### src/hw/rtl/ppsd_pkg.sv
`default_nettype none
package ppsd_pkg;

   localparam int NUM_PIXELS = 65536;
   localparam int PIXEL_BITS = 16;
   localparam int IDX_W = (NUM_PIXELS > 1) ? $clog2(NUM_PIXELS) : 1;

   localparam int S1_W = 37;
   localparam int S2_W = 60;
   localparam int SQ_W = 64;
   localparam int V_W = 34;

   localparam int QDEPTH = 8;
   localparam int QAW = $clog2(QDEPTH);
   localparam int QCNT_W = $clog2(QDEPTH + 1);

   localparam int REQ_W = 40;
   localparam int RSP_W = 40;

   localparam logic [1:0] MODE_ACC = 2'd0;
   localparam logic [1:0] MODE_ACC_CALC = 2'd1;
   localparam logic [1:0] MODE_CLEAR = 2'd2;
   localparam logic [1:0] MODE_UNUSED = 2'd3;

   localparam logic [1:0] REG_WEIGHT = 2'd0;
   localparam logic [1:0] REG_OFFSET = 2'd1;
   localparam logic [1:0] REG_FRAME_COUNT = 2'd2;

   typedef struct packed {
      logic [15:0] idx;
      logic signed [S1_W-1:0] s1;
      logic [S2_W-1:0] s2;
   } job_type;

endpackage
`default_nettype wire

### src/hw/rtl/ppsd_queue.sv
`default_nettype none
module ppsd_queue (
   input  wire logic                        clock,
   input  wire logic                        reset,
   input  wire logic                        push,
   input  wire ppsd_pkg::job_type           push_job,
   input  wire logic                        pop,
   output logic                             q_valid,
   output ppsd_pkg::job_type                q_job,
   output logic [ppsd_pkg::QCNT_W-1:0]      q_count
);

   localparam int AW = ppsd_pkg::QAW;

   ppsd_pkg::job_type entry_ff [ppsd_pkg::QDEPTH];
   logic [AW-1:0] wr_ptr_ff, wr_ptr_in;
   logic [AW-1:0] rd_ptr_ff, rd_ptr_in;
   logic [ppsd_pkg::QCNT_W-1:0] count_ff, count_in;

   assign wr_ptr_in = (32'(wr_ptr_ff) == ppsd_pkg::QDEPTH - 1) ? '0 : wr_ptr_ff + AW'(1);
   assign rd_ptr_in = (32'(rd_ptr_ff) == ppsd_pkg::QDEPTH - 1) ? '0 : rd_ptr_ff + AW'(1);
   assign count_in = count_ff + ppsd_pkg::QCNT_W'(push) - ppsd_pkg::QCNT_W'(pop);

   assign q_valid = count_ff != '0;
   assign q_job = entry_ff[rd_ptr_ff];
   assign q_count = count_ff;

   always_ff @(posedge clock) begin
      if (reset) begin
         wr_ptr_ff <= '0;
         rd_ptr_ff <= '0;
         count_ff <= '0;
      end else begin
         if (push) begin
            wr_ptr_ff <= wr_ptr_in;
         end
         if (pop) begin
            rd_ptr_ff <= rd_ptr_in;
         end
         count_ff <= count_in;
      end
      if (push) begin
         entry_ff[wr_ptr_ff] <= push_job;
      end
   end

   a_no_overflow: assert property (@(posedge clock) disable iff (reset)
      push && !pop |-> 32'(count_ff) < ppsd_pkg::QDEPTH)
      else $error("queue written while full");

   a_no_underflow: assert property (@(posedge clock) disable iff (reset)
      pop |-> count_ff != '0)
      else $error("queue read while empty");

endmodule
`default_nettype wire

### config.mk
export PLATFORM = sky130hd
export DESIGN_NAME = ppsd_queue
export DESIGN_NICKNAME = d
export VERILOG_FILES = /design/src/hw/rtl/ppsd_pkg.sv /design/src/hw/rtl/ppsd_queue.sv
export SDC_FILE = /design/constraint.sdc
export NUM_CORES = 1
export LEC_CHECK = 0
export BUFFER_PORTS_ARGS = -buffer_cell sky130_fd_sc_hd__buf_2
export CAP_MARGIN = 0
export CORE_ASPECT_RATIO = 0.7
export CORE_MARGIN = 2
export CORE_UTILIZATION = 62
export CTS_BUF_LIST = sky130_fd_sc_hd__clkbuf_4
export DETAILED_ROUTE_END_ITERATION = 8
export PLACE_DENSITY_LB_ADDON = 0.1
export SYNTH_ARGS = -nofsm -noshare
export SYNTH_HDL_FRONTEND = slang
export SYNTH_SLANG_ARGS = --single-unit
### constraint.sdc
create_clock -name clock -period 12.21 [get_ports clock]
set_input_delay 1.221 -clock clock [delete_from_list [all_inputs] [get_ports clock]]
set_output_delay 1.221 -clock clock [all_outputs]
set_load 0.1 [all_outputs]
==> flow_summary.ini <==
[floorplanning]
rows = 72
core_um2 = 55500
die_w_um = 288
die_height_um = 203
initial_core_util_pct = 62.9
ios = 235
dieArea_um2 = 58300

[worst_hold_path]
hold_class = flip-flop to flip-flop
worstHoldStart = rd_ptr_ff[1]$_SDFFE_PP0P_
hold_depth = 2

[drt]
antenna_left = 0
vias = 15584
drt-total-wl_um = 65000
wire_per_inst_um = 24.4
viasPerCell = 5.85
dr.first_iter.drc_count = 1192
remaining_drc_errors = 0
firstDrtPassIters = 5

[layout]
fillers = 3406
final_cells = 2666
drive_gt1_share_pct = 48.0
postLayoutCellArea_um2 = 39300
fin_nets = 1897
area_delta_synth_final_pct = 12.6
multiInputGateArea_um2 = 7040
seqCellArea_um2 = 27400

[global_route]
grt_max_degree = 160
gr-total-overflow = 0
grt_pass1_wl_um = 98600
track_usage_pct = 23.1
grt_pass1_vias = 16662
antenna_found_initial = 9

[sta]
timing.hold.ws_ps = 477
clock_skew_ps = 34.5
fin_crit_ps = 5940
fmax_ghz = 0.168
period_share_pct = 48.6
setup_ws_ps = 6270
finalSetupViolations = 0
max-slew-margin-rel_pct = 30.0
fin_setup_tns_ps = 0
drv_slew = 0
worst_pin_slew_ps = 1050
rsz0062_at_grt = no
hold_violations = 0

[pwr]
leakagePower_nw = 12.9
vdd_drop_max_mv = 0.0991
power-per-cell-area_nw_per_um2 = 168

[synth]
yosysUniqueCellTypes = 28
seq_area_frac_synth_pct = 78.5
synth-simple-area-share_pct = 0.433
synth_edf_count = 904
synthTopCellsByArea = edfxtp_1 (78%), mux4_2 (15%), mux2_4 (3.1%)
synth_top_area_cell = edfxtp_1
synth_top_area_share_pct = 77.7
ys_seq_elements = 917
synth_area_um2 = 34900
syn_avg_cell_area_um2 = 25.4
synth_adder_area_share_pct = 0.380
synth.area.mux_share_pct = 19.1
synthFlopType = edfxtp_1
async_reset_ff_share_pct = 0
synth_nets = 1504
yosysWarningCount = 0
ys_top_cells_by_count = edfxtp_1 (904), mux4_2 (226), mux2_4 (73)
synth_top_family_by_area = multiplexers
synth_compound_area_share_pct = 0.111
synthXorXnorAreaFrac_pct = 0.0251
netlist_instances = 1377
yosysMostFrequentCell = edfxtp_1

[worst_setup_path]
cp.required_ps = 10990
cp_max_fo = 103
r2r_cells = 4
r2r-end = entry_ff[2][43]$_DFFE_PP_
r2r-start = wr_ptr_ff[1]$_SDFFE_PP0P_
worstSetupPathType = flip-flop to primary output
reg2reg_setup_slack_ps = 8880
end_kind = primary output
startpoint_type = flip-flop
crit_arrival_ps = 4720

[place]
preCtsSetupSlack_ps = 7150
dpl_cell_area_um2 = 36800
dp.cells = 2306
numPortBuffers = 234
place_hpwl_um = 32200
place.gp.congestion = 0.725

[clock_network]
post_cts_buffers = 0
cts_buffers = 202
numClockSinks = 917
post_cts_resized = 0
clk_pin_slew_worst_paths_ps = 70
ctsHtreeMaxLevel = 4
clock_latency_ps = 910
hold_buffers = 0
cts.path.max_buffers = 3
cts_tree = done
root_buffer = clkbuf_4

[run_status]
outcome = finished, final reports clean

[job]
maxCapViolCount = 0
==> per-layer routing <==
| layer | vias up | share of wire [%] | GRT usage [%] |
|---|---|---|---|
| met5 | - | 0.11 | 0 |
| met2 | 453 | 51 | 37.0 |
| met1 | 8216 | 42 | 31.7 |
| met4 | 12 | 0.97 | 6.33 |
| li1 | 6829 | - | - |
| met3 | 74 | 6.7 | 6.81 |
==> worst max path at each step <==
| stage | from | end | slack [ps] | cells past startpoint |
|---|---|---|---|---|
| finish | flip-flop | q_job[5] | 6270 | 5 |
| detailed placement | flip-flop | q_job[100] | 7150 | 5 |
| global placement | flip-flop | q_job[101] | 7190 | 5 |
| CTS | flip-flop | q_job[100] | 6090 | 5 |
| global route | flip-flop | q_job[92] | 5840 | 5 |
| floorplan | push | entry_ff[0][0]$_DFFE_PP_ | 2530 | 2 |
==> cell usage in the layout, fill, tap and decap left out, types with 6 or more instances in the layout <==
cell	count
buf_2	234
buf_4	14
clkbuf_4	303
clkinv_1	35
dfxtp_1	10
diode_2	9
edfxtp_1	904
ha_1	9
inv_1	7
inv_2	7
mux2_2	40
mux2_4	73
mux4_2	226
nand2b_1	6
nor2_4	6
==> layout make-up <==
| class | count | share of cell area (%) |
|---|---|---|
| well taps | 740 | 2.35 |
| clock buffers | 303 | 5.78 |
| repair buffers | 253 | 3.50 |
| diodes | 9 | 0.0573 |
| inverters | 7 | 0.0668 |
| clock inverters | 48 | 0.605 |
| multi-input cells | 389 | 17.9 |
| flip-flops and latches | 917 | 69.7 |
==> cell families (layout without fill, tap and decap cells) <==
logic type                 count (synthesis)  after routing
DFF                                      917            917
and+or+nand+nor                           30             30
buffers and inverters                     71            611
other                                      0              9
adders and majority gates                 10             10
muxes                                    341            341
AOI/OAI and AO/OA                          7              7
xor gates and xnor gates                   1              1
==> sequential cells by signal, indices dropped and copies added, names as in the netlist, named ones only <==
register / flops
wr_ptr_ff: 3
entry_ff: 904
rd_ptr_ff: 3
q_count: 4
==> power breakdown <==
group	internal [W]	leakage [nW]	switching (W)
combinational	0.000216	3.07	0.000597
clock	0.00117	1.52	0.00109
sequential	0.00353	8.32	0.0000245
total	0.00491	12.9	0.00171
==> through the flow <==
step	util, %	total power [W]
after floorplan	-	0.00429
after global placement	66.3	0.00443
after detailed placement	66.3	0.00444
after CTS	70.8	0.00670
after global routing	70.8	0.00690
final	70.9	0.00662
==> critical path: stages, from the launching register on <==
cell     delay (ps)
dfxtp_4         860
buf_4           790
buf_12          570
mux4_2          610
mux2_4          280
buf_2           300
Power figures use the tool's default switching activity.
