## src/hw/rtl/ppsd_pkg.sv

```systemverilog
`default_nettype none
package ppsd_pkg;

   localparam int NUM_PIXELS = 65536;
   localparam int PIXEL_BITS = 16;
   localparam int IDX_W = (NUM_PIXELS > 1) ? $clog2(NUM_PIXELS) : 1;

   localparam int S1_W = 37;
   localparam int S2_W = 60;
   localparam int SQ_W = 64;
   localparam int V_W = 34;

   localparam int QDEPTH = 8;
   localparam int QAW = $clog2(QDEPTH);
   localparam int QCNT_W = $clog2(QDEPTH + 1);

   localparam int REQ_W = 40;
   localparam int RSP_W = 40;

   localparam logic [1:0] MODE_ACC = 2'd0;
   localparam logic [1:0] MODE_ACC_CALC = 2'd1;
   localparam logic [1:0] MODE_CLEAR = 2'd2;
   localparam logic [1:0] MODE_UNUSED = 2'd3;

   localparam logic [1:0] REG_WEIGHT = 2'd0;
   localparam logic [1:0] REG_OFFSET = 2'd1;
   localparam logic [1:0] REG_FRAME_COUNT = 2'd2;

   typedef struct packed {
      logic [15:0] idx;
      logic signed [S1_W-1:0] s1;
      logic [S2_W-1:0] s2;
   } job_type;

endpackage
`default_nettype wire

```

## src/hw/rtl/ppsd_back.sv

```systemverilog
`default_nettype none
module ppsd_back (
   input  wire logic                            clock,
   input  wire logic                            reset,
   input  wire logic [12:0]                     frame_count,
   input  wire logic                            q_valid,
   input  wire ppsd_pkg::job_type               q_job,
   output logic                                 pop,
   output logic                                 rsp_tvalid,
   input  wire logic                            rsp_tready,
   output logic [ppsd_pkg::RSP_W-1:0]           rsp_tdata
);

   localparam int S2W = ppsd_pkg::S2_W;

   typedef enum logic [2:0] {
      ST_IDLE,
      ST_DIV,
      ST_MUL,
      ST_VAR,
      ST_SQRT,
      ST_DONE
   } state_type;

   state_type state_ff, state_in;
   logic [5:0]     cnt_ff, cnt_in;
   logic [15:0]    idx_ff, idx_in;
   logic [S2W-1:0] dvd1_ff, dvd1_in;
   logic [S2W-1:0] dvd2_ff, dvd2_in;
   logic [12:0]    rem1_ff, rem1_in;
   logic [12:0]    rem2_ff, rem2_in;
   logic [S2W-1:0] msq_ff, msq_in;
   logic           big_ff, big_in;
   logic [S2W-1:0] x_ff, x_in;
   logic [S2W-1:0] res_ff, res_in;
   logic [S2W-1:0] bit_ff, bit_in;
   logic           out_valid_ff, out_valid_in;
   logic [15:0]    out_idx_ff, out_idx_in;
   logic [23:0]    out_std_ff, out_std_in;

   logic [12:0]    n;
   logic [13:0]    t1, t2;
   logic           ge1, ge2;
   logic [S2W:0]   trial;
   logic [ppsd_pkg::S1_W-1:0] s1_abs;
   logic [30:0]    rounded;

   assign n = (frame_count == '0) ? 13'd1 : frame_count;
   assign s1_abs = q_job.s1[ppsd_pkg::S1_W-1] ? ppsd_pkg::S1_W'(-q_job.s1)
                                              : ppsd_pkg::S1_W'(q_job.s1);

   // One quotient bit a cycle for both sums; quotients shift into the dividends.
   assign t1 = {rem1_ff, dvd1_ff[S2W-1]};
   assign t2 = {rem2_ff, dvd2_ff[S2W-1]};
   assign ge1 = t1 >= {1'b0, n};
   assign ge2 = t2 >= {1'b0, n};

   assign trial = {1'b0, res_ff} + {1'b0, bit_ff};
   assign rounded = 31'(res_ff[29:0]) + 31'd128;

   assign pop = (state_ff == ST_IDLE) && q_valid;

   always_comb begin
      state_in = state_ff;
      cnt_in = cnt_ff;
      idx_in = idx_ff;
      dvd1_in = dvd1_ff;
      dvd2_in = dvd2_ff;
      rem1_in = rem1_ff;
      rem2_in = rem2_ff;
      msq_in = msq_ff;
      big_in = big_ff;
      x_in = x_ff;
      res_in = res_ff;
      bit_in = bit_ff;
      out_valid_in = out_valid_ff && !rsp_tready;
      out_idx_in = out_idx_ff;
      out_std_in = out_std_ff;
      case (state_ff)
         ST_IDLE: begin
            if (q_valid) begin
               idx_in = q_job.idx;
               dvd1_in = S2W'(s1_abs);
               dvd2_in = q_job.s2;
               rem1_in = '0;
               rem2_in = '0;
               cnt_in = '0;
               state_in = ST_DIV;
            end
         end
         ST_DIV: begin
            rem1_in = ge1 ? 13'(t1 - {1'b0, n}) : t1[12:0];
            rem2_in = ge2 ? 13'(t2 - {1'b0, n}) : t2[12:0];
            dvd1_in = {dvd1_ff[S2W-2:0], ge1};
            dvd2_in = {dvd2_ff[S2W-2:0], ge2};
            cnt_in = cnt_ff + 6'd1;
            if (32'(cnt_ff) == S2W - 1) begin
               state_in = ST_MUL;
            end
         end
         ST_MUL: begin
            big_in = |dvd1_ff[S2W-1:30];
            msq_in = {30'd0, dvd1_ff[29:0]} * {30'd0, dvd1_ff[29:0]};
            state_in = ST_VAR;
         end
         ST_VAR: begin
            x_in = (big_ff || msq_ff > dvd2_ff) ? '0 : dvd2_ff - msq_ff;
            res_in = '0;
            bit_in = S2W'(1) << (S2W - 2);
            state_in = ST_SQRT;
         end
         ST_SQRT: begin
            if (bit_ff == '0) begin
               state_in = ST_DONE;
            end else begin
               if ({1'b0, x_ff} >= trial) begin
                  x_in = S2W'({1'b0, x_ff} - trial);
                  res_in = (res_ff >> 1) + bit_ff;
               end else begin
                  res_in = res_ff >> 1;
               end
               bit_in = bit_ff >> 2;
            end
         end
         ST_DONE: begin
            if (!out_valid_ff || rsp_tready) begin
               out_valid_in = 1'b1;
               out_idx_in = idx_ff;
               out_std_in = 24'(rounded[30:8]);
               state_in = ST_IDLE;
            end
         end
         default: begin
            state_in = ST_IDLE;
         end
      endcase
   end

   always_ff @(posedge clock) begin
      if (reset) begin
         state_ff <= ST_IDLE;
         out_valid_ff <= 1'b0;
      end else begin
         state_ff <= state_in;
         out_valid_ff <= out_valid_in;
      end
      cnt_ff <= cnt_in;
      idx_ff <= idx_in;
      dvd1_ff <= dvd1_in;
      dvd2_ff <= dvd2_in;
      rem1_ff <= rem1_in;
      rem2_ff <= rem2_in;
      msq_ff <= msq_in;
      big_ff <= big_in;
      x_ff <= x_in;
      res_ff <= res_in;
      bit_ff <= bit_in;
      out_idx_ff <= out_idx_in;
      out_std_ff <= out_std_in;
   end

   assign rsp_tvalid = out_valid_ff;
   assign rsp_tdata = {out_std_ff, out_idx_ff};

   a_div_count: assert property (@(posedge clock) disable iff (reset)
      state_ff == ST_DIV |-> 32'(cnt_ff) < S2W)
      else $error("divider ran past its last step");

endmodule
`default_nettype wire

```

## config.mk

```make
export PLATFORM = sky130hd
export DESIGN_NAME = ppsd_back
export DESIGN_NICKNAME = d
export VERILOG_FILES = /design/src/hw/rtl/ppsd_pkg.sv /design/src/hw/rtl/ppsd_back.sv
export SDC_FILE = /design/constraint.sdc
export NUM_CORES = 2
export LEC_CHECK = 0
export BUFFER_PORTS_ARGS = -buffer_cell sky130_fd_sc_hd__buf_2
export CAP_MARGIN = 20
export CORE_ASPECT_RATIO = 0.7
export CORE_MARGIN = 2
export CORE_UTILIZATION = 52
export CTS_CLUSTER_DIAMETER = 80
export CTS_CLUSTER_SIZE = 25
export DETAILED_ROUTE_END_ITERATION = 6
export PLACE_DENSITY = 0.66
export SLEW_MARGIN = 20
export SYNTH_ARGS = -nofsm -noshare
export SYNTH_HDL_FRONTEND = slang
export SYNTH_SLANG_ARGS = --single-unit
```

## constraint.sdc

```tcl
create_clock -name clock -period 22.3 [get_ports clock]
set_input_delay 5.575 -clock clock [delete_from_list [all_inputs] [get_ports clock]]
set_output_delay 5.575 -clock clock [all_outputs]
set_load 0.02 [all_outputs]
```

==> out/metrics.csv <==
metric,value,unit
core area,103000,sq um
endpoints failing setup,0,
Clock Skews,65.7,ps
number of library cell types mapped by synthesis,88,
Inserted Diodes,0,
largest net degree at the start of global routing,133,
H-Tree Depth,1,
Worst-Margin Slew,1110,ps
max_cap viols,0,
"commonest non-fill, non-tap cell in the layout",inv_1,
Mapped Cells,5732,
CP Capture Type,primary output,
vias in the first global route,39400,
Synth Area in XOR/XNOR,5.97,%
Post-synth top flop,edfxtp_1,
"reg-to-reg slack, setup",12450,ps
RePlAce Congestion,0.921,
initial antenna violation count,1,
initial DRC count,3794,
routed vias/inst,5.66,
CTS root buffer,clkbuf_16,
CTS buffer count,28,
cell taking the most area after synthesis,fa_1,
Slew HR,26.2,%
Ys Warns,0,
deepest clock path buffer count,3,
largest family of logic cells by synthesized area,adder cells,
status,completed,
Final Util,55.8,%
R2R Path Start,dvd1_ff[13]$_DFFE_PP_,
"Net Count, Synth",7033,
Post-Synth Adder-Cell Area,36.7,%
Detailed Route WL,141,mm
die width,390,um
endpoint of the worst register-to-register path,msq_ff[55]$_DFFE_PP_,
final hold violation count,0,
Post-CTS Hold Fix Bufs,0,
clock sink total,421,
Post-CTS Setup Bufs,0,
clk slew on worst S/H paths,100,ps
Overflow after GRT,0,
Starting Density,52.7,%
simple-gate share of the synthesized area,13.5,%
Critical Path Source,q_valid,
fin crit share,56.1,%
post-CTS sizing,0,
ranking of synthesized cells by area,"fa_1 (26%), edfxtp_1 (23%), ha_1 (11%)",
fmax,0.0799,GHz
Detailed Place HPWL,111,mm
crit-path max FO,18,
GRT Overall Usage,26.5,%
Yosys top cell area share,25.8,%
fraction of layout cells with a size suffix above 1,5.69,%
class of the worst hold path,reg2reg,
Port Buffers,170,
CTS tree,done,
total negative slack,0,ps
Area Overhead vs Synth,5.86,%
Final Critical Period,12510,ps
routed vias,40400,
number of synthesized flops with an enable pin,417,
first-pass GRT wire length,223,mm
Mean Syn Cell Area,9.44,sq um
First-pass DRT Iterations,6,
hold depth,0,
post-DR wirelength/cell,19.7,um
Compound-Gate Fraction of Synth Area,11.7,%
number of synthesized register bits,421,
fin. max-slew vios,0,
"Req. time, crit path",16730,ps
Routed Antenna Nets,0,
RSZ-0062 raised after global routing,no,
Critical Path AT,6930,ps
post-synthesis mux area share,0.409,%
sequential share of the synthesized area,23.3,%
worst setup path endpoint,pop,
later-pin clock latency in the skew report,660,ps
Setup Crit Path Kind,in2out,
Ports,172,
cell row count,98,
DRC,0,
"commonest non-fill, non-tap cells in the layout","inv_1 (992), fa_1 (698), nand2_1 (676)",
CP Launch Type,primary input,
die area,107000,sq um
cell area after synthesis,54100,sq um
Die H,274,um
fin nets,7064,
ys async rst share,0,%
reg2reg path depth,29,
worst min path at each step:
| stage | startpoint | end |
|---|---|---|
| 2_1_floorplan | idx_ff[0]$_DFFE_PP_ | out_idx_ff[0]$_DFFE_PP_ |
| 3_3_place_gp | idx_ff[8]$_DFFE_PP_ | out_idx_ff[8]$_DFFE_PP_ |
| 3_5_place_dp | idx_ff[9]$_DFFE_PP_ | out_idx_ff[9]$_DFFE_PP_ |
| 4_1_cts | idx_ff[4]$_DFFE_PP_ | out_idx_ff[4]$_DFFE_PP_ |
| 5_1_grt | idx_ff[2]$_DFFE_PP_ | out_idx_ff[2]$_DFFE_PP_ |
| 6_report | idx_ff[4]$_DFFE_PP_ | out_idx_ff[4]$_DFFE_PP_ |
logic make-up (layout without fill, tap and decap cells):
family                     count (synthesis)  after routing
and+or+nand+nor                         1547           1547
buffers and inverters                   1215           1264
adders and majority gates               1171           1171
AOI/OAI and AO/OA                        986            986
DFF                                      421            421
xor gates and xnor gates                 369            369
muxes                                     22             22
other                                      1              1
routing by layer:
metal	vias to the layer above	global-route usage (%)	part of all wire, %
li1	18900	-	-
met1	19900	43.2	49
met2	1423	37.5	41
met3	125	4.47	8.8
met4	0	3.25	1.3
met5	-	0	0
worst max-delay path, cell delays in order:
cell and delay, ps:
buf_2 90, nor4b_2 650, buf_4 390, buf_2 220
flip-flops by register name, summed over array words and instances (netlist names), 13 cells and up:
register    count
res_ff         60
msq_ff         59
dvd1_ff        60
x_ff           60
bit_ff         30
idx_ff         16
rem1_ff        13
out_std_ff     23
out_idx_ff     16
dvd2_ff        60
rem2_ff        13
synth_stat cells, types with 181 or more instances:
cell type and instances:
and2_1 234, xor2_1 188, nand2_1 677, a21oi_1 240, inv_1 992, clkbuf_1 189, fa_1 698, xnor2_1 181
ha_1 473, edfxtp_1 417, o21ai_0 218, nor2_1 266
area by class of cell:
| type | count | area (sq um) |
|---|---|---|
| clock buffers | 28 | 701 |
| clock inverters | 20 | 280 |
| fillers | 9190 | 45300 |
| inverters | 996 | 3740 |
| multi-input cells | 4096 | 37000 |
| flip-flops and latches | 421 | 12600 |
| well taps | 1350 | 1690 |
| repair buffers | 220 | 1250 |
per-stage QoR:
step	cell area (sq um)	hold slack [ps]	setup WS, ps	cells
after detailed placement	56300	405	9790	7083
after floorplan	54100	400	8800	5732
after global placement	56300	401	9770	7082
final	57300	428	9790	7131
after global routing	57300	434	9730	7131
after CTS	57300	428	9790	7131
Power is left out: the tool's default activity adds up to more than one toggle a clock period on the data nets, which glitch-free logic cannot reach.
